$ cat src/hw/rtl/jse_pkg.sv
// Shared types, character codes and helpers of the JSON string escaper.
package jse_pkg;

   localparam int CharWidth = 16;
   localparam int LenWidth  = 23;

   localparam logic [CharWidth-1:0] ChQuote   = 16'h0022;
   localparam logic [CharWidth-1:0] ChBslash  = 16'h005C;
   localparam logic [CharWidth-1:0] ChLowerU  = 16'h0075;
   localparam logic [LenWidth-1:0]  LenFieldMax = 23'h7FFFFF;

   // How one segment of a job expands into characters.
   typedef enum logic [2:0] {
      SEG_NONE,
      SEG_PLAIN,
      SEG_SHORT,
      SEG_UESC,
      SEG_CLOSE
   } seg_kind_type;

   // Work handed from the front to the back: opening quote, held unit, new unit.
   typedef struct packed {
      logic                 open_quote;
      seg_kind_type         held_kind;
      logic [CharWidth-1:0] held;
      seg_kind_type         unit_kind;
      logic [CharWidth-1:0] unit;
   } job_type;

   typedef struct packed {
      logic [CharWidth-1:0] out_char;
      logic                 last_of_string;
      logic [LenWidth-1:0]  escaped_length;
      logic                 fits_in_bytes;
   } result_type;

   function automatic logic [CharWidth-1:0] hex_digit(input logic [3:0] nib);
      logic [CharWidth-1:0] d;
      if (nib < 4'd10) begin
         d = 16'h0030 + {12'd0, nib};
      end else begin
         d = 16'h0057 + {12'd0, nib};
      end
      return d;
   endfunction

   function automatic logic [2:0] seg_last_pos(input seg_kind_type kind);
      logic [2:0] p;
      unique case (kind)
         SEG_SHORT: p = 3'd1;
         SEG_UESC:  p = 3'd5;
         default:   p = 3'd0;
      endcase
      return p;
   endfunction

   function automatic logic [CharWidth-1:0] seg_char(input seg_kind_type kind,
                                                      input logic [CharWidth-1:0] val,
                                                      input logic [2:0] pos);
      logic [CharWidth-1:0] c;
      c = val;
      unique case (kind)
         SEG_SHORT: c = (pos == 3'd0) ? ChBslash : val;
         SEG_UESC: begin
            unique case (pos)
               3'd0:    c = ChBslash;
               3'd1:    c = ChLowerU;
               3'd2:    c = hex_digit(val[15:12]);
               3'd3:    c = hex_digit(val[11:8]);
               3'd4:    c = hex_digit(val[7:4]);
               default: c = hex_digit(val[3:0]);
            endcase
         end
         SEG_CLOSE: c = ChQuote;
         default:   c = val;
      endcase
      return c;
   endfunction

endpackage

$ cat src/hw/rtl/json_string_escaper_unit.sv
// Top level of the streaming JSON string escaper for 16-bit code units.
//
// Input queue: present req_command/req_code_unit with push; the item is
// taken on a rising edge where push is high and full is low. Command 0
// carries one code unit, command 1 ends the string.
// Result queue: while empty is low the oldest character sits on the rsp_
// ports; pop takes it. The closing quote has rsp_last_of_string set and
// carries rsp_escaped_length (saturating) and rsp_fits_in_bytes.
// Structure: a front end classifies each item and tracks the open string
// and a held high surrogate; a 4-entry job queue feeds a back end that
// expands each job into characters; a 2-entry result queue holds output.
// Path: a taken item goes to the job queue, the back end's working register
// and the result queue. One character per cycle leaves the back end while
// the result queue has room; an escape is two or six characters, the worst
// item (held escape plus new escape) 12 characters.
// When pop stays low the result queue and then the job queue fill and full
// rises; nothing is lost. Reset (synchronous) empties both queues and
// returns to "no string open", count zero, all characters narrow.
module json_string_escaper_unit import jse_pkg::*; #(
   parameter int MAX_UNITS = 1048576
) (
   input  logic                 clock,
   input  logic                 reset,
   input  logic                 push,
   output logic                 full,
   input  logic                 req_command,
   input  logic [CharWidth-1:0] req_code_unit,
   output logic                 empty,
   input  logic                 pop,
   output logic [CharWidth-1:0] rsp_out_char,
   output logic                 rsp_last_of_string,
   output logic [LenWidth-1:0]  rsp_escaped_length,
   output logic                 rsp_fits_in_bytes
);
   localparam int JobDepth = 4;
   localparam int ResDepth = 2;

   logic       accept, job_push, job_full, job_empty, job_pop;
   job_type    job_wr, job_rd;
   logic       res_push, res_full;
   result_type res_wr, res_rd;

   // full comes straight from the job queue, so an item always has a slot
   assign full   = job_full;
   assign accept = push & ~job_full;

   jse_front u_front (
      .clock     (clock),
      .reset     (reset),
      .accept    (accept),
      .command   (req_command),
      .code_unit (req_code_unit),
      .job_push  (job_push),
      .job       (job_wr)
   );

   jse_fifo #(.DEPTH(JobDepth), .WIDTH($bits(job_type))) u_job_q (
      .clock   (clock),
      .reset   (reset),
      .push    (job_push),
      .wr_data (job_wr),
      .full    (job_full),
      .pop     (job_pop),
      .rd_data (job_rd),
      .empty   (job_empty)
   );

   jse_back #(.MAX_UNITS(MAX_UNITS)) u_back (
      .clock     (clock),
      .reset     (reset),
      .job       (job_rd),
      .job_empty (job_empty),
      .job_pop   (job_pop),
      .res_full  (res_full),
      .res_push  (res_push),
      .res       (res_wr)
   );

   jse_fifo #(.DEPTH(ResDepth), .WIDTH($bits(result_type))) u_res_q (
      .clock   (clock),
      .reset   (reset),
      .push    (res_push),
      .wr_data (res_wr),
      .full    (res_full),
      .pop     (pop),
      .rd_data (res_rd),
      .empty   (empty)
   );

   assign rsp_out_char       = res_rd.out_char;
   assign rsp_last_of_string = res_rd.last_of_string;
   assign rsp_escaped_length = res_rd.escaped_length;
   assign rsp_fits_in_bytes  = res_rd.fits_in_bytes;
endmodule

$ cat src/hw/rtl/jse_fifo.sv
// Small register FIFO used for the job queue and the result queue.
module jse_fifo import jse_pkg::*; #(
   parameter int DEPTH = 4,
   parameter int WIDTH = 8
) (
   input  logic             clock,
   input  logic             reset,
   input  logic             push,
   input  logic [WIDTH-1:0] wr_data,
   output logic             full,
   input  logic             pop,
   output logic [WIDTH-1:0] rd_data,
   output logic             empty
);
   localparam int PtrW = (DEPTH > 1) ? $clog2(DEPTH) : 1;
   localparam int CntW = $clog2(DEPTH + 1);

   logic [WIDTH-1:0] mem_ff [DEPTH];
   logic [PtrW-1:0]  wr_ptr_ff, wr_ptr_in;
   logic [PtrW-1:0]  rd_ptr_ff, rd_ptr_in;
   logic [CntW-1:0]  count_ff, count_in;
   logic             do_push, do_pop;

   assign full    = (count_ff == CntW'(DEPTH));
   assign empty   = (count_ff == '0);
   assign do_push = push & ~full;
   assign do_pop  = pop & ~empty;
   assign rd_data = mem_ff[rd_ptr_ff];

   always_comb begin
      wr_ptr_in = wr_ptr_ff;
      rd_ptr_in = rd_ptr_ff;
      count_in  = count_ff;
      if (do_push) begin
         wr_ptr_in = (wr_ptr_ff == PtrW'(DEPTH - 1)) ? '0 : wr_ptr_ff + 1'b1;
      end
      if (do_pop) begin
         rd_ptr_in = (rd_ptr_ff == PtrW'(DEPTH - 1)) ? '0 : rd_ptr_ff + 1'b1;
      end
      if (do_push && !do_pop) begin
         count_in = count_ff + 1'b1;
      end else if (do_pop && !do_push) begin
         count_in = count_ff - 1'b1;
      end
   end

   always_ff @(posedge clock) begin
      if (reset) begin
         wr_ptr_ff <= '0;
         rd_ptr_ff <= '0;
         count_ff  <= '0;
      end else begin
         wr_ptr_ff <= wr_ptr_in;
         rd_ptr_ff <= rd_ptr_in;
         count_ff  <= count_in;
      end
   end

   always_ff @(posedge clock) begin
      if (do_push) begin
         mem_ff[wr_ptr_ff] <= wr_data;
      end
   end
endmodule

$ cat src/hw/rtl/jse_front.sv
// Front end: accepts items, tracks the open string and held surrogate, builds jobs.
module jse_front import jse_pkg::*; (
   input  logic                 clock,
   input  logic                 reset,
   input  logic                 accept,
   input  logic                 command,
   input  logic [CharWidth-1:0] code_unit,
   output logic                 job_push,
   output job_type              job
);
   logic                 opened_ff, opened_in;
   logic                 pending_ff, pending_in;
   logic [CharWidth-1:0] held_ff, held_in;
   logic [CharWidth-1:0] short_ch;
   logic                 is_low, is_high, needs_uesc;

   function automatic logic [CharWidth-1:0] short_code(input logic [CharWidth-1:0] ch);
      logic [CharWidth-1:0] s;
      unique case (ch)
         16'h0022: s = 16'h0022;
         16'h005C: s = 16'h005C;
         16'h0008: s = 16'h0062;
         16'h000C: s = 16'h0066;
         16'h000A: s = 16'h006E;
         16'h000D: s = 16'h0072;
         16'h0009: s = 16'h0074;
         default:  s = '0;
      endcase
      return s;
   endfunction

   assign short_ch   = short_code(code_unit);
   assign is_low     = (code_unit >= 16'hDC00) && (code_unit <= 16'hDFFF);
   assign is_high    = (code_unit >= 16'hD800) && (code_unit <= 16'hDBFF);
   assign needs_uesc = (code_unit < 16'h0020) || (code_unit == 16'h007F) || is_low;

   always_comb begin
      job            = '0;
      job.open_quote = ~opened_ff;
      job.held_kind  = SEG_NONE;
      job.held       = held_ff;
      job.unit_kind  = SEG_NONE;
      job.unit       = code_unit;
      opened_in      = opened_ff;
      pending_in     = pending_ff;
      held_in        = held_ff;
      if (accept) begin
         opened_in = 1'b1;
         if (command) begin
            job.held_kind = pending_ff ? SEG_UESC : SEG_NONE;
            job.unit_kind = SEG_CLOSE;
            opened_in     = 1'b0;
            pending_in    = 1'b0;
            held_in       = '0;
         end else if (pending_ff && is_low) begin
            // valid pair passes through untouched
            job.held_kind = SEG_PLAIN;
            job.unit_kind = SEG_PLAIN;
            pending_in    = 1'b0;
            held_in       = '0;
         end else begin
            if (pending_ff) begin
               job.held_kind = SEG_UESC;
            end
            pending_in = 1'b0;
            held_in    = '0;
            if (short_ch != '0) begin
               job.unit_kind = SEG_SHORT;
               job.unit      = short_ch;
            end else if (needs_uesc) begin
               job.unit_kind = SEG_UESC;
            end else if (is_high) begin
               pending_in = 1'b1;
               held_in    = code_unit;
            end else begin
               job.unit_kind = SEG_PLAIN;
            end
         end
      end
   end

   // a held high surrogate alone pushes no job unless the opening quote is due
   assign job_push = accept & (job.open_quote | (job.held_kind != SEG_NONE) |
                               (job.unit_kind != SEG_NONE));

   always_ff @(posedge clock) begin
      if (reset) begin
         opened_ff  <= 1'b0;
         pending_ff <= 1'b0;
         held_ff    <= '0;
      end else begin
         opened_ff  <= opened_in;
         pending_ff <= pending_in;
         held_ff    <= held_in;
      end
   end
endmodule

$ cat src/hw/rtl/jse_back.sv
// Back end: expands jobs into characters, one per cycle while res_full is low, and keeps length and width.
module jse_back import jse_pkg::*; #(
   parameter int MAX_UNITS = 1048576
) (
   input  logic       clock,
   input  logic       reset,
   input  job_type    job,
   input  logic       job_empty,
   output logic       job_pop,
   input  logic       res_full,
   output logic       res_push,
   output result_type res
);
   localparam longint unsigned CapWide = 64'(6) * 64'(MAX_UNITS) + 64'(2);
   localparam logic [LenWidth-1:0] LenCap =
      (CapWide > 64'(LenFieldMax)) ? LenFieldMax : LenWidth'(CapWide);

   logic                 w_valid_ff, w_valid_in;
   job_type              w_ff, w_in;
   logic [2:0]           pos_ff, pos_in;
   logic [LenWidth-1:0]  count_ff, count_in;
   logic                 narrow_ff, narrow_in;

   seg_kind_type         cur_kind;
   logic [CharWidth-1:0] cur_val, cur_ch;
   logic                 in_open, in_held, seg_last, job_last, is_close, emit;
   logic [LenWidth-1:0]  count_next;

   assign in_open = w_ff.open_quote;
   assign in_held = ~w_ff.open_quote & (w_ff.held_kind != SEG_NONE);

   always_comb begin
      if (in_open) begin
         cur_kind = SEG_PLAIN;
         cur_val  = ChQuote;
      end else if (in_held) begin
         cur_kind = w_ff.held_kind;
         cur_val  = w_ff.held;
      end else begin
         cur_kind = w_ff.unit_kind;
         cur_val  = w_ff.unit;
      end
   end

   assign cur_ch   = seg_char(cur_kind, cur_val, pos_ff);
   assign seg_last = (pos_ff == seg_last_pos(cur_kind));
   assign job_last = seg_last &
                     ((~in_open & ~in_held) |
                      (in_held & (w_ff.unit_kind == SEG_NONE)) |
                      (in_open & (w_ff.held_kind == SEG_NONE) &
                       (w_ff.unit_kind == SEG_NONE)));
   assign is_close   = ~in_open & ~in_held & (w_ff.unit_kind == SEG_CLOSE);
   assign emit       = w_valid_ff & ~res_full;
   assign count_next = (count_ff < LenCap) ? count_ff + 1'b1 : count_ff;
   assign job_pop    = ~job_empty & (~w_valid_ff | (emit & job_last));

   assign res_push           = emit;
   assign res.out_char       = cur_ch;
   assign res.last_of_string = is_close;
   assign res.escaped_length = is_close ? count_next : '0;
   assign res.fits_in_bytes  = is_close & narrow_ff;

   always_comb begin
      w_valid_in = w_valid_ff;
      w_in       = w_ff;
      pos_in     = pos_ff;
      count_in   = count_ff;
      narrow_in  = narrow_ff;
      if (emit) begin
         if (is_close) begin
            count_in  = '0;
            narrow_in = 1'b1;
         end else begin
            count_in  = count_next;
            narrow_in = narrow_ff & (cur_ch[15:8] == '0);
         end
         if (!seg_last) begin
            pos_in = pos_ff + 1'b1;
         end else begin
            pos_in = '0;
            if (in_open) begin
               w_in.open_quote = 1'b0;
            end else if (in_held) begin
               w_in.held_kind = SEG_NONE;
            end
         end
         if (job_last) begin
            w_valid_in = 1'b0;
         end
      end
      if (job_pop) begin
         w_valid_in = 1'b1;
         w_in       = job;
         pos_in     = '0;
      end
   end

   always_ff @(posedge clock) begin
      if (reset) begin
         w_valid_ff <= 1'b0;
         pos_ff     <= '0;
         count_ff   <= '0;
         narrow_ff  <= 1'b1;
      end else begin
         w_valid_ff <= w_valid_in;
         pos_ff     <= pos_in;
         count_ff   <= count_in;
         narrow_ff  <= narrow_in;
      end
   end

   always_ff @(posedge clock) begin
      w_ff <= w_in;
   end
endmodule

$ cat config.mk
export PLATFORM = sky130hd
export DESIGN_NAME = json_string_escaper_unit
export DESIGN_NICKNAME = d
export VERILOG_FILES = /design/src/hw/rtl/jse_pkg.sv /design/src/hw/rtl/json_string_escaper_unit.sv /design/src/hw/rtl/jse_fifo.sv /design/src/hw/rtl/jse_front.sv /design/src/hw/rtl/jse_back.sv
export SDC_FILE = /design/constraint.sdc
export NUM_CORES = 1
export LEC_CHECK = 0
export BUFFER_PORTS_ARGS = -buffer_cell sky130_fd_sc_hd__buf_4
export CAP_MARGIN = 5
export CORE_MARGIN = 3
export CORE_UTILIZATION = 45
export CTS_BUF_LIST = sky130_fd_sc_hd__clkbuf_8
export CTS_CLUSTER_DIAMETER = 50
export CTS_CLUSTER_SIZE = 12
export DETAILED_ROUTE_END_ITERATION = 8
export SYNTH_ARGS = -nofsm -noshare
export SYNTH_HDL_FRONTEND = slang
export SYNTH_SLANG_ARGS = --single-unit
$ cat constraint.sdc
create_clock -name clock -period 4.45 [get_ports clock]
set_input_delay 0.89 -clock clock [delete_from_list [all_inputs] [get_ports clock]]
set_output_delay 0.89 -clock clock [all_outputs]
set_load 0.03 [all_outputs]
==> run_results.csv, run 1 <==
group,metric,value,unit
status,status,"completed",
detailed_routing,routed_via_density,5.75,
pwr,power_density,613,mW/mm²
floorplan,core_area,0.0316,mm²
critical_path,critPathCaptureType,"register",
floorplan,fp.dieArea,0.0344,mm²
synthesis,synth-edff-count,272,
critical_path,worstSetupPathType,"register to register",
layout,fin_cells,1528,
clock_tree,root_buffer,"clkbuf_8",
layout,area_growth,11.2,%
global_route,grt_max_degree,59,
synthesis,yosysSeqAreaShare,64.6,%
detailed_routing,antenna_left,0,
layout,fin_area,0.0161,mm²
global_route,grt-ovfl-total,0,
floorplan,io_pins,64,
global_route,grt_usage,17.3,%
critical_path,slowest_delay,0.94,ns
sta,slew_viol_final,0,
sta,fin_tns_setup,0,ns
detailed_routing,routed_wl,29900,µm
critical_path,regToRegSetupSlack,0.89,ns
critical_path,r2r-start,"u_back.w_ff[36]$_SDFFCE_PN0P_",
critical_path,crit_end,"u_job_q.count_ff[2]$_SDFFE_PP0P_",
critical_path,cp.required,4.90,ns
clock_tree,cts_max_level,2,
sta,min_period,3.56,ns
synthesis,syn_nets,1087,
layout,diodes,0,
placement,portBuffers,63,
detailed_routing,drcViolationCount,0,
clock_tree,clk_pin_slew,0.08,ns
detailed_routing,route.detailed.wl_per_inst,19.6,µm
placement,dp_hpwl,19800,µm
clock_tree,clock_path_buffers,3,
sta,tightest_slew,1.07,ns
detailed_routing,dr.first_iter.drc_count,605,
synthesis,synth_cells,1048,
critical_path,crit_slowest_cell,"edfxtp_1",
global_route,grt_antenna_before_repair,0,
sta,hold_viol_final,0,
floorplan,start_util,45.8,%
pwr,finalPower,9.88,mW
detailed_routing,drt-pass1-iter-count,5,
global_route,grt_pass1_wl,47000,µm
pwr,ir_drop,0.250,mV
sta,rsz0062_at_grt,"false",
synthesis,netlist_area,0.0145,mm²
pwr,p_leak,5.41,nW
detailed_routing,vias,8779,
placement,globalplace.congestion,0.852,
clock_tree,cts.sinks,332,
sta,period_share,80.0,%
clock_tree,post_cts_buffers,0,
worst_hold_path,hp-class,"register to register",
placement,post_dp_cell_area,0.0154,mm²
critical_path,cp_cell_sequence,"nand2b_1 -> nand2_1 -> or4_4 -> a211o_1 -> a22o_4 -> ha_1 -> inv_1 -> fa_1 -> xor2_1 -> or3_1 -> a21oi_1",
synthesis,synth_ff_type,"edfxtp_1",
sta,maxSlewHeadroom,28.2,%
job,cap_viol_max_count,0,
clock_tree,numCtsBuffers,37,
layout,nets,1138,
critical_path,cp-startpoint,"u_back.w_ff[36]$_SDFFCE_PN0P_",
global_route,grt_pass1_vias,8452,
critical_path,r2r-end,"u_job_q.count_ff[2]$_SDFFE_PP0P_",
clock_tree,cts_hold_buf,0,
critical_path,setup.worst_path.start_class,"register",
worst_hold_path,whs_path_depth,2,
sta,fmax,0.281,GHz
sta,setup_viol,0,
critical_path,crit_path_max_fanout,32,
layout,drive_gt1_share,21.4,%
clock_tree,cts_tree,"yes",
synthesis,async_flop_share,0,%
synthesis,ys_types,81,
floorplan,row_count,65,
clock_tree,worstSkewPairLatency,0.56,ns
placement,dp.cells,1462,
critical_path,worstPathArrival,4.01,ns
floorplan,die_height,186,µm
critical_path,reg2regPathDepth,11,
synthesis,ys_ff_latch,332,
floorplan,die_w,186,µm
synthesis,yosysWarningCount,0,
clock_tree,cts_resized,0,
sta,clock_skew,0.0389,ns
sta,holdWs,0.472,ns
synthesis,syn_area_per_cell,13.8,µm²
## placed cells by master (no fill, tap or decap), types with 4 or more instances in the layout
cell type  instances
dfxtp_1           58
inv_1             39
xnor2_1           11
and4_1             6
xor2_1            18
clkbuf_8          38
nand4_1            8
a31oi_1           10
buf_4             75
nor2_1            86
or3_1             14
mux2_2            44
a21o_1             7
and3_1            10
or3b_2             6
and2_1             9
o31ai_1            5
o21a_1             7
a221o_1            4
clkinv_2           4
nand2b_1           5
o21ai_0           53
nor3_1            21
nor4_1            10
o22ai_1            8
edfxtp_1         272
and2_2             5
nand2_1           41
a22oi_1           15
nand3_1           23
a211oi_1           8
mux2i_1           10
o211ai_1           6
mux4_2            38
nor3b_1            9
nor2b_1            4
a21oi_1           45
ha_1              17
buf_12             4
## logic make-up after synthesis
| group | Yosys count | synth area share, % |
|---|---|---|
| AOI/OAI and AO/OA | 202 | 8.96 |
| and+or+nand+nor | 280 | 10.2 |
| xor gates and xnor gates | 29 | 1.75 |
| adders and majority gates | 19 | 1.67 |
| DFF | 332 | 64.6 |
| buffers and inverters | 93 | 2.69 |
| muxes | 93 | 10.1 |
## metal layers
layer | GRT usage [%] | up-vias | share of wire (%)
met5 | 0 | - | 0
met4 | 4.38 | 0 | 1.9
met3 | 2.62 | 51 | 4.7
met2 | 27.9 | 208 | 47
met1 | 24.9 | 4388 | 46
li1 | - | 4132 | -
## worst min-delay path by stage
| stage | from | endpoint | slack [ns] |
|---|---|---|---|
| 2_1_floorplan | u_front.held_ff[10]$_SDFFE_PP0P_ | u_job_q.mem_ff[0][29]$_DFFE_PP_ | 0.45 |
| 3_3_place_gp | u_front.pending_ff$_SDFFE_PP0P_ | u_front.pending_ff$_SDFFE_PP0P_ | 0.47 |
| 3_5_place_dp | u_front.pending_ff$_SDFFE_PP0P_ | u_front.pending_ff$_SDFFE_PP0P_ | 0.48 |
| 4_1_cts | u_res_q.rd_ptr_ff$_SDFFE_PP0P_ | register | 0.48 |
| 5_1_grt | u_res_q.rd_ptr_ff$_SDFFE_PP0P_ | register | 0.50 |
| 6_report | u_res_q.rd_ptr_ff$_SDFFE_PP0P_ | register | 0.47 |
## final cells by class
| cell class | instances | area, µm² |
|---|---|---|
| Clock inverter | 28 | 224 |
| Multi-Input combinational cell | 623 | 4750 |
| Clock buffer | 38 | 523 |
| Tap cell | 402 | 503 |
| Timing Repair Buffer | 79 | 643 |
| Fill cell | 2717 | 15500 |
| Inverter | 26 | 105 |
| Sequential cell | 332 | 9370 |
## Yosys cell counts, drive strengths merged, types with 18 or more instances
master	number	share of area (%)
clkbuf	42	1.1
inv	23	0.60
mux4	38	5.9
nand2	42	1.1
dfxtp	60	8.3
a21oi	47	1.7
o21ai	57	2.0
nor3	21	0.72
nand3	23	0.79
edfxtp	272	56
mux2	45	3.5
buf	25	0.88
nor2	87	2.3
xor2	18	1.1
## stage by stage
step                utilization [%]  setup slack, ns
floorplan                         -            0.769
global placement               48.6            0.488
detailed placement             48.6            0.493
CTS                            51.0            0.919
global route                   51.0            0.649
finish                         51.0            0.889
## registers in the layout, summed over array words and instances, names as in the netlist, named ones only
signal              flops
u_res_q.rd_ptr_ff       1
u_back.narrow_ff        1
u_job_q.wr_ptr_ff       2
u_back.w_ff            37
u_front.opened_ff       1
u_back.w_valid_ff       1
u_front.pending_ff      1
u_res_q.count_ff        2
u_job_q.rd_ptr_ff       2
u_back.count_ff        23
u_res_q.wr_ptr_ff       1
u_back.in_open          1
u_res_q.mem_ff         82
u_job_q.count_ff        3
u_job_q.mem_ff        152
u_back.pos_ff           3
u_front.held_ff        16
## worst max-delay path, delay by kind of cell, from the launching register on
family / cells / cell delay (ns)
simple gates: 4 / 1.18
flops: 1 / 0.94
compound gates: 3 / 0.75
fa+ha+maj: 2 / 0.42
buf+inv: 1 / 0.09
xor+xnor: 1 / 0.07
## power breakdown
| part | switching (mW) | internal [mW] |
|---|---|---|
| Clock | 1.08 | 0.995 |
| Sequential | 0.415 | 4.15 |
| Combinational | 1.96 | 1.29 |
| Total | 3.45 | 6.44 |
No activity file was read; power rests on OpenSTA's default activity.
==> run 2, diff against run 1 <==
ABC_AREA = 1   (was not set)
clock period = 3.63 ns   (was 4.45 ns; I/O delays follow)
==> run 2 against run 1 <==
  * Combinational power rose by 51%
  * Power rose by 33%
  * Clock power rose by 33%
  * Via count rose by 15%
  * Non-clock buffer count rose by 4
  * Critical path depth rose by 6
  * Worst hold slack got worse by 0.11 ns
==> run_results.csv, run 2 <==
group,metric,value,unit
clock_tree,numCtsBuffers,38,
critical_path,r2r-start,"u_back.w_ff[35]$_SDFFCE_PN0P_",
critical_path,crit_path_max_fanout,12,
floorplan,row_count,65,
synthesis,synthAdderAreaFrac,1.64,%
sta,hold_viol_final,0,
layout,nets,1528,
pwr,intPower,8.07,mW
clock_tree,worstSkewPairLatency,0.58,ns
layout,diodes,0,
global_route,grt_pass1_wl,52900,µm
critical_path,regToRegSetupSlack,0.76,ns
synthesis,yosysWarningCount,0,
global_route,grt_antenna_before_repair,0,
sta,tightest_slew,1.09,ns
floorplan,die_w,188,µm
sta,min_period,2.87,ns
status,status,"completed",
clock_tree,clock_path_buffers,3,
critical_path,worstSetupPathType,"register to register",
synthesis,synth_largest_area_cell,"edfxtp_1",
synthesis,synth.top_cells.by_count,"edfxtp_1 (272), nand2_1 (264), nor2_1 (173)",
global_route,grt_pass1_vias,9687,
sta,maxSlewHeadroom,27.2,%
synthesis,syn_nets,1469,
critical_path,critPathCaptureType,"register",
layout,largest_reg_flops,152,
clock_tree,cts.sinks,332,
pwr,p_leak,6.05,nW
critical_path,path_buf_inv,1,
detailed_routing,top_layer_used,"met4",
placement,globalplace.congestion,0.920,
synthesis,synth_top_family_by_area,"simple AND/OR/NAND/NOR gates",
synthesis,synth_top_area_share,54.9,%
worst_hold_path,hp-class,"input pin to register",
detailed_routing,routed_wl,33100,µm
pwr,share_comb_of_total_power,37.4,%
critical_path,cp_cell_sequence,"nor2_4 -> nand3_2 -> nand2_2 -> nand2_1 -> nand3_2 -> nor2_1 -> nand3_2 -> nand2_4 -> nand2_4 -> ha_1 -> inv_1 -> fa_1 -> nor2_1 -> nor2_1 -> nand2_1 -> o21ai_0 -> a21oi_1",
pwr,ir_drop,0.355,mV
synthesis,ys_types,45,
layout,regArea,0.00937,mm²
detailed_routing,dr_wl_met3,1660,µm
worst_hold_path,whs_path_depth,1,
layout,final_common_cell,"edfxtp_1",
global_route,grt-ovfl-total,0,
global_route,grt_max_degree,77,
synthesis,synthXorXnorAreaFrac,1.06,%
layout,largest-register,"u_job_q.mem_ff",
detailed_routing,routed_via_density,5.18,
detailed_routing,drcViolationCount,0,
clock_tree,clk_pin_slew,0.08,ns
detailed_routing,wl_met2,15500,µm
floorplan,io_pins,64,
synthesis,netlist_area,0.0149,mm²
worst_hold_path,min_from,"req_code_unit[12]",
synthesis,ys_ff_latch,332,
pwr,clkPwrFrac,21.1,%
synthesis,synth.most_common_cell,"edfxtp_1",
sta,fin_tns_setup,0,ns
sta,setup_viol,0,
pwr,swShare,38.6,%
layout,drive_gt1_share,16.2,%
global_route,grt_usage,18.6,%
clock_tree,cts_hold_buf,0,
pwr,p_switching,5.07,mW
critical_path,cp.required,4.11,ns
sta,period_share,79.1,%
synthesis,syn_area_per_cell,10.4,µm²
sta,fmax,0.348,GHz
pwr,power_density,788,mW/mm²
clock_tree,cts_tree,"yes",
synthesis,muxShareOfSynthArea,3.10,%
clock_tree,cts_max_level,2,
synthesis,synth_cells,1430,
floorplan,fp.dieArea,0.0353,mm²
clock_tree,post_cts_buffers,0,
critical_path,cp-startpoint,"u_back.w_ff[35]$_SDFFCE_PN0P_",
critical_path,crit_slowest_cell,"edfxtp_1",
placement,portBuffers,63,
sta,holdWs,0.364,ns
job,cap_viol_max_count,0,
pwr,p_seq_share,41.6,%
sta,rsz0062_at_grt,"false",
worst_hold_path,hold_end,"u_job_q.mem_ff[3][12]$_DFFE_PP_",
detailed_routing,route.detailed.wl_per_inst,16.9,µm
sta,clock_skew,0.0367,ns
synthesis,synth_ff_type,"edfxtp_1",
layout,fillers,2954,
pwr,finalPower,13.1,mW
layout,layout_common_cells,"edfxtp_1 (272), nand2_1 (264), nor2_1 (167)",
floorplan,die_height,188,µm
synthesis,yosysSeqAreaShare,63.0,%
layout,largest_registers,"u_job_q.mem_ff: 152 flops, u_res_q.mem_ff: 82 flops, u_back.w_ff: 37 flops",
critical_path,r2r-end,"u_job_q.count_ff[2]$_SDFFE_PP0P_",
clock_tree,cts_resized,0,
floorplan,start_util,46.4,%
synthesis,synth_simple_gate_area_share,18.3,%
detailed_routing,vias,10100,
floorplan,core_area,0.0320,mm²
layout,multiInputGateArea,0.00483,mm²
detailed_routing,drt-pass1-iter-count,5,
synthesis,async_flop_share,0,%
critical_path,slowest_delay,0.48,ns
synthesis,synth.area.top_cells,"edfxtp_1 (55%), dfxtp_1 (8.1%), nand2_1 (6.7%), nor2_1 (4.4%), o21ai_0 (3.2%)",
detailed_routing,dr.first_iter.drc_count,691,
critical_path,worstPathArrival,3.35,ns
critical_path,setup.worst_path.start_class,"register",
detailed_routing,wirelength_met1,15300,µm
sta,slew_viol_final,0,
layout,area_growth,11.9,%
clock_tree,root_buffer,"clkbuf_8",
detailed_routing,antenna_left,0,
critical_path,reg2regPathDepth,17,
synthesis,synth-edff-count,272,
critical_path,crit_family,"simple AND/OR/NAND/NOR gates",
synthesis,synth_compound_area_share,8.06,%
placement,dp_hpwl,21800,µm
## run 2: area by class of cell
class,count,share of cell area [%]
inverters,118,2.66
clock buffers,40,3.31
repair buffers,83,3.74
multi-input cells,916,29.0
flip-flops and latches,332,56.3
well taps,435,3.27
clock inverters,30,1.74
## run 2: how the worst max path moves through the flow
stage | end | slack (ns) | cells after the start
3_5_place_dp | u_job_q.count_ff[1]$_SDFFE_PP0P_ | 0.53 | 14
6_report | u_job_q.count_ff[2]$_SDFFE_PP0P_ | 0.76 | 17
5_1_grt | u_job_q.count_ff[2]$_SDFFE_PP0P_ | 0.44 | 17
4_1_cts | u_job_q.count_ff[2]$_SDFFE_PP0P_ | 0.73 | 17
2_1_floorplan | u_job_q.mem_ff[0][0]$_DFFE_PP_ | 0.27 | 6
3_3_place_gp | u_job_q.count_ff[2]$_SDFFE_PP0P_ | 0.58 | 17
## run 2: metal layers
metal / up-vias / global-route usage, %
li1: 5052 / -
met1: 4815 / 26.3
met2: 216 / 30.5
met3: 38 / 2.92
met4: 0 / 4.42
met5: - / 0
## run 2: stage by stage
stage	instances	instance area (µm²)	setup WS (ns)	util [%]
CTS	1954	16700	0.728	52.0
global placement	1884	15800	0.580	49.4
floorplan	1430	14900	0.268	-
finish	1954	16700	0.760	52.0
detailed placement	1884	15800	0.527	49.4
global route	1954	16700	0.435	52.0
## run 2: cells by family after synthesis
| kind of cell | count (synthesis) |
|---|---|
| xor gates and xnor gates | 18 |
| adders and majority gates | 19 |
| buffers and inverters | 182 |
| muxes | 41 |
| DFF | 332 |
| AOI/OAI and AO/OA | 220 |
| and+or+nand+nor | 618 |
## run 2: power groups by stage
stage          Sequential [mW]  Clock, mW  Combinational, mW
2_1_floorplan             5.47          0               3.46
3_3_place_gp              5.53          0               4.88
3_5_place_dp              5.55          0               4.93
4_1_cts                   5.47       2.86               4.95
5_1_grt                   5.53       3.01               5.45
6_report                  5.46       2.76               4.91
==> run 3, diff against run 2 <==
clock period = 2.5 ns   (was 3.63 ns; I/O delays follow)
==> run 3 against run 2 <==
  * Worst hold slack got worse by 0.20 ns
  * Sequential power rose by 46%
  * Power rose by 50%
==> run_results.csv, run 3 (synthesized netlist as in run 2, its figures left out) <==
group,metric,value,unit
global_route,grt_pass1_wl,54200,µm
layout,layout_common_cells,"edfxtp_1 (272), nand2_1 (256), nor2_1 (165)",
clock_tree,cts_max_level,2,
layout,drive_gt1_share,19.8,%
sta,slew_viol_final,0,
sta,maxSlewHeadroom,46.5,%
critical_path,slowest_delay,0.47,ns
sta,clock_skew,0.0252,ns
clock_tree,numCtsBuffers,38,
detailed_routing,vias,10300,
clock_tree,clock_path_buffers,3,
status,status,"completed",
placement,place_ws,-0.0165,ns
pwr,power_density,1140,mW/mm²
pwr,swShare,38.3,%
sta,setup_ws,0.0992,ns
detailed_routing,routed_via_density,5.17,
job,cap_viol_max_count,0,
critical_path,cp_cell_sequence,"inv_2 -> buf_4 -> nand2_2 -> o21ai_1 -> buf_4 -> inv_1 -> ha_1 -> nand3_1 -> nand4_1 -> nand2_1 -> nand2_1 -> o21ai_1 -> nand3_1",
clock_tree,cts.sinks,332,
detailed_routing,antenna_left,0,
pwr,share_comb_of_total_power,39.7,%
placement,globalplace.congestion,0.931,
floorplan,core_area,0.0320,mm²
critical_path,critPathCaptureType,"register",
sta,min_period,2.40,ns
global_route,grt-ovfl-total,0,
layout,final_common_cell,"edfxtp_1",
critical_path,crit_slowest_cell,"edfxtp_1",
layout,fin_area,0.0172,mm²
global_route,grt_pass1_vias,10100,
clock_tree,worstSkewPairLatency,0.57,ns
sta,period_share,96.0,%
clock_tree,root_buffer,"clkbuf_8",
floorplan,start_util,46.4,%
clock_tree,cts_hold_buf,0,
floorplan,row_count,65,
sta,holdWs,0.162,ns
worst_hold_path,whs_path_depth,1,
placement,portBuffers,63,
layout,largest_registers,"u_job_q.mem_ff: 152 flops, u_res_q.mem_ff: 82 flops, u_back.w_ff: 37 flops",
detailed_routing,route.detailed.wl_per_inst,16.8,µm
critical_path,cp.required,2.79,ns
critical_path,worstSetupPathType,"register to register",
placement,dp_hpwl,22500,µm
floorplan,fp.dieArea,0.0353,mm²
floorplan,die_height,188,µm
pwr,p_seq_share,40.5,%
detailed_routing,dr.first_iter.drc_count,607,
clock_tree,clk_pin_slew,0.08,ns
pwr,intPower,12.1,mW
worst_hold_path,hp-class,"input pin to register",
critical_path,reg2regPathDepth,13,
critical_path,worstPathArrival,2.69,ns
layout,fillers,2903,
sta,rsz0062_at_grt,"true",
critical_path,setup.worst_path.start_class,"register",
detailed_routing,routed_wl,33600,µm
sta,tightest_slew,0.802,ns
pwr,p_leak,6.31,nW
sta,setup_viol,0,
pwr,p_switching,7.54,mW
pwr,clkPwrFrac,19.8,%
clock_tree,cts_tree,"yes",
sta,hold_viol_final,0,
floorplan,die_w,188,µm
layout,diodes,0,
detailed_routing,drt-pass1-iter-count,7,
layout,nets,1577,
placement,post_dp_cell_area,0.0163,mm²
sta,fin_tns_setup,0,ns
layout,area_growth,15.7,%
global_route,grt_antenna_before_repair,1,
layout,largest-register,"u_job_q.mem_ff",
sta,fmax,0.417,GHz
pwr,ir_drop,0.582,mV
floorplan,io_pins,64,
global_route,grt_usage,19.1,%
layout,largest_reg_flops,152,
pwr,finalPower,19.7,mW
critical_path,crit_path_max_fanout,12,
global_route,grt_max_degree,77,
detailed_routing,drcViolationCount,0,
==> run 3: stage by stage <==
stage	util, %	instances
6_report	53.7	2003
5_1_grt	53.7	2003
4_1_cts	53.5	2002
3_5_place_dp	50.9	1928
3_3_place_gp	50.9	1928
2_1_floorplan	-	1430
==> run 3: layout make-up <==
| type | count | area [µm²] | share of cell area, % |
|---|---|---|---|
| sequential | 332 | 9370 | 54.4 |
| multi-input combinational | 916 | 4900 | 28.4 |
| timing repair buffer | 132 | 1140 | 6.65 |
| clock buffer | 42 | 578 | 3.36 |
| tap | 435 | 544 | 3.16 |
| inverter | 118 | 445 | 2.59 |
| clock inverter | 28 | 235 | 1.37 |
==> run 3: final timing paths <==
kind         slack [ns]                          start                              end
max                 0.1   u_back.in_open$_SDFFCE_PN0P_  u_res_q.mem_ff[1][27]$_DFFE_PP_
min reg2reg        0.45  u_back.narrow_ff$_SDFFE_PP1P_    u_back.narrow_ff$_SDFFE_PP1P_
min                0.16              req_code_unit[10]  u_job_q.mem_ff[3][10]$_DFFE_PP_
max reg2reg         0.1   u_back.in_open$_SDFFCE_PN0P_  u_res_q.mem_ff[1][27]$_DFFE_PP_
==> run 3: worst max-delay path, delay by kind of cell, from the launching register on <==
family	cells	cell delay (ns)
buffers and inverters	4	0.55
AOI/OAI and AO/OA	2	0.27
and+or+nand+nor	6	0.61
adders and majority gates	1	0.21
DFF	1	0.47
==> run 3: layer usage <==
layer	global-route usage [%]	wire length, µm
met1	25.9	15200
met2	32.5	16200
met3	3.20	1690
met5	0	13
met4	4.50	541
==> run 3: what timing repair did <==
action	CTS	global route
buffers inserted	4	1
endpoints found under the hold margin	0	0
setup endpoints to repair	2	8
pin swaps	6	13
gates resized for setup	7	16
==> run 3: power groups by stage <==
stage	Combinational, mW	Clock (mW)	Sequential (mW)
floorplan	5.05	0	7.92
global placement	7.55	0	8.07
detailed placement	7.65	0	8.10
CTS	7.78	4.01	7.98
global route	8.67	4.28	8.07
finish	7.82	3.89	7.97
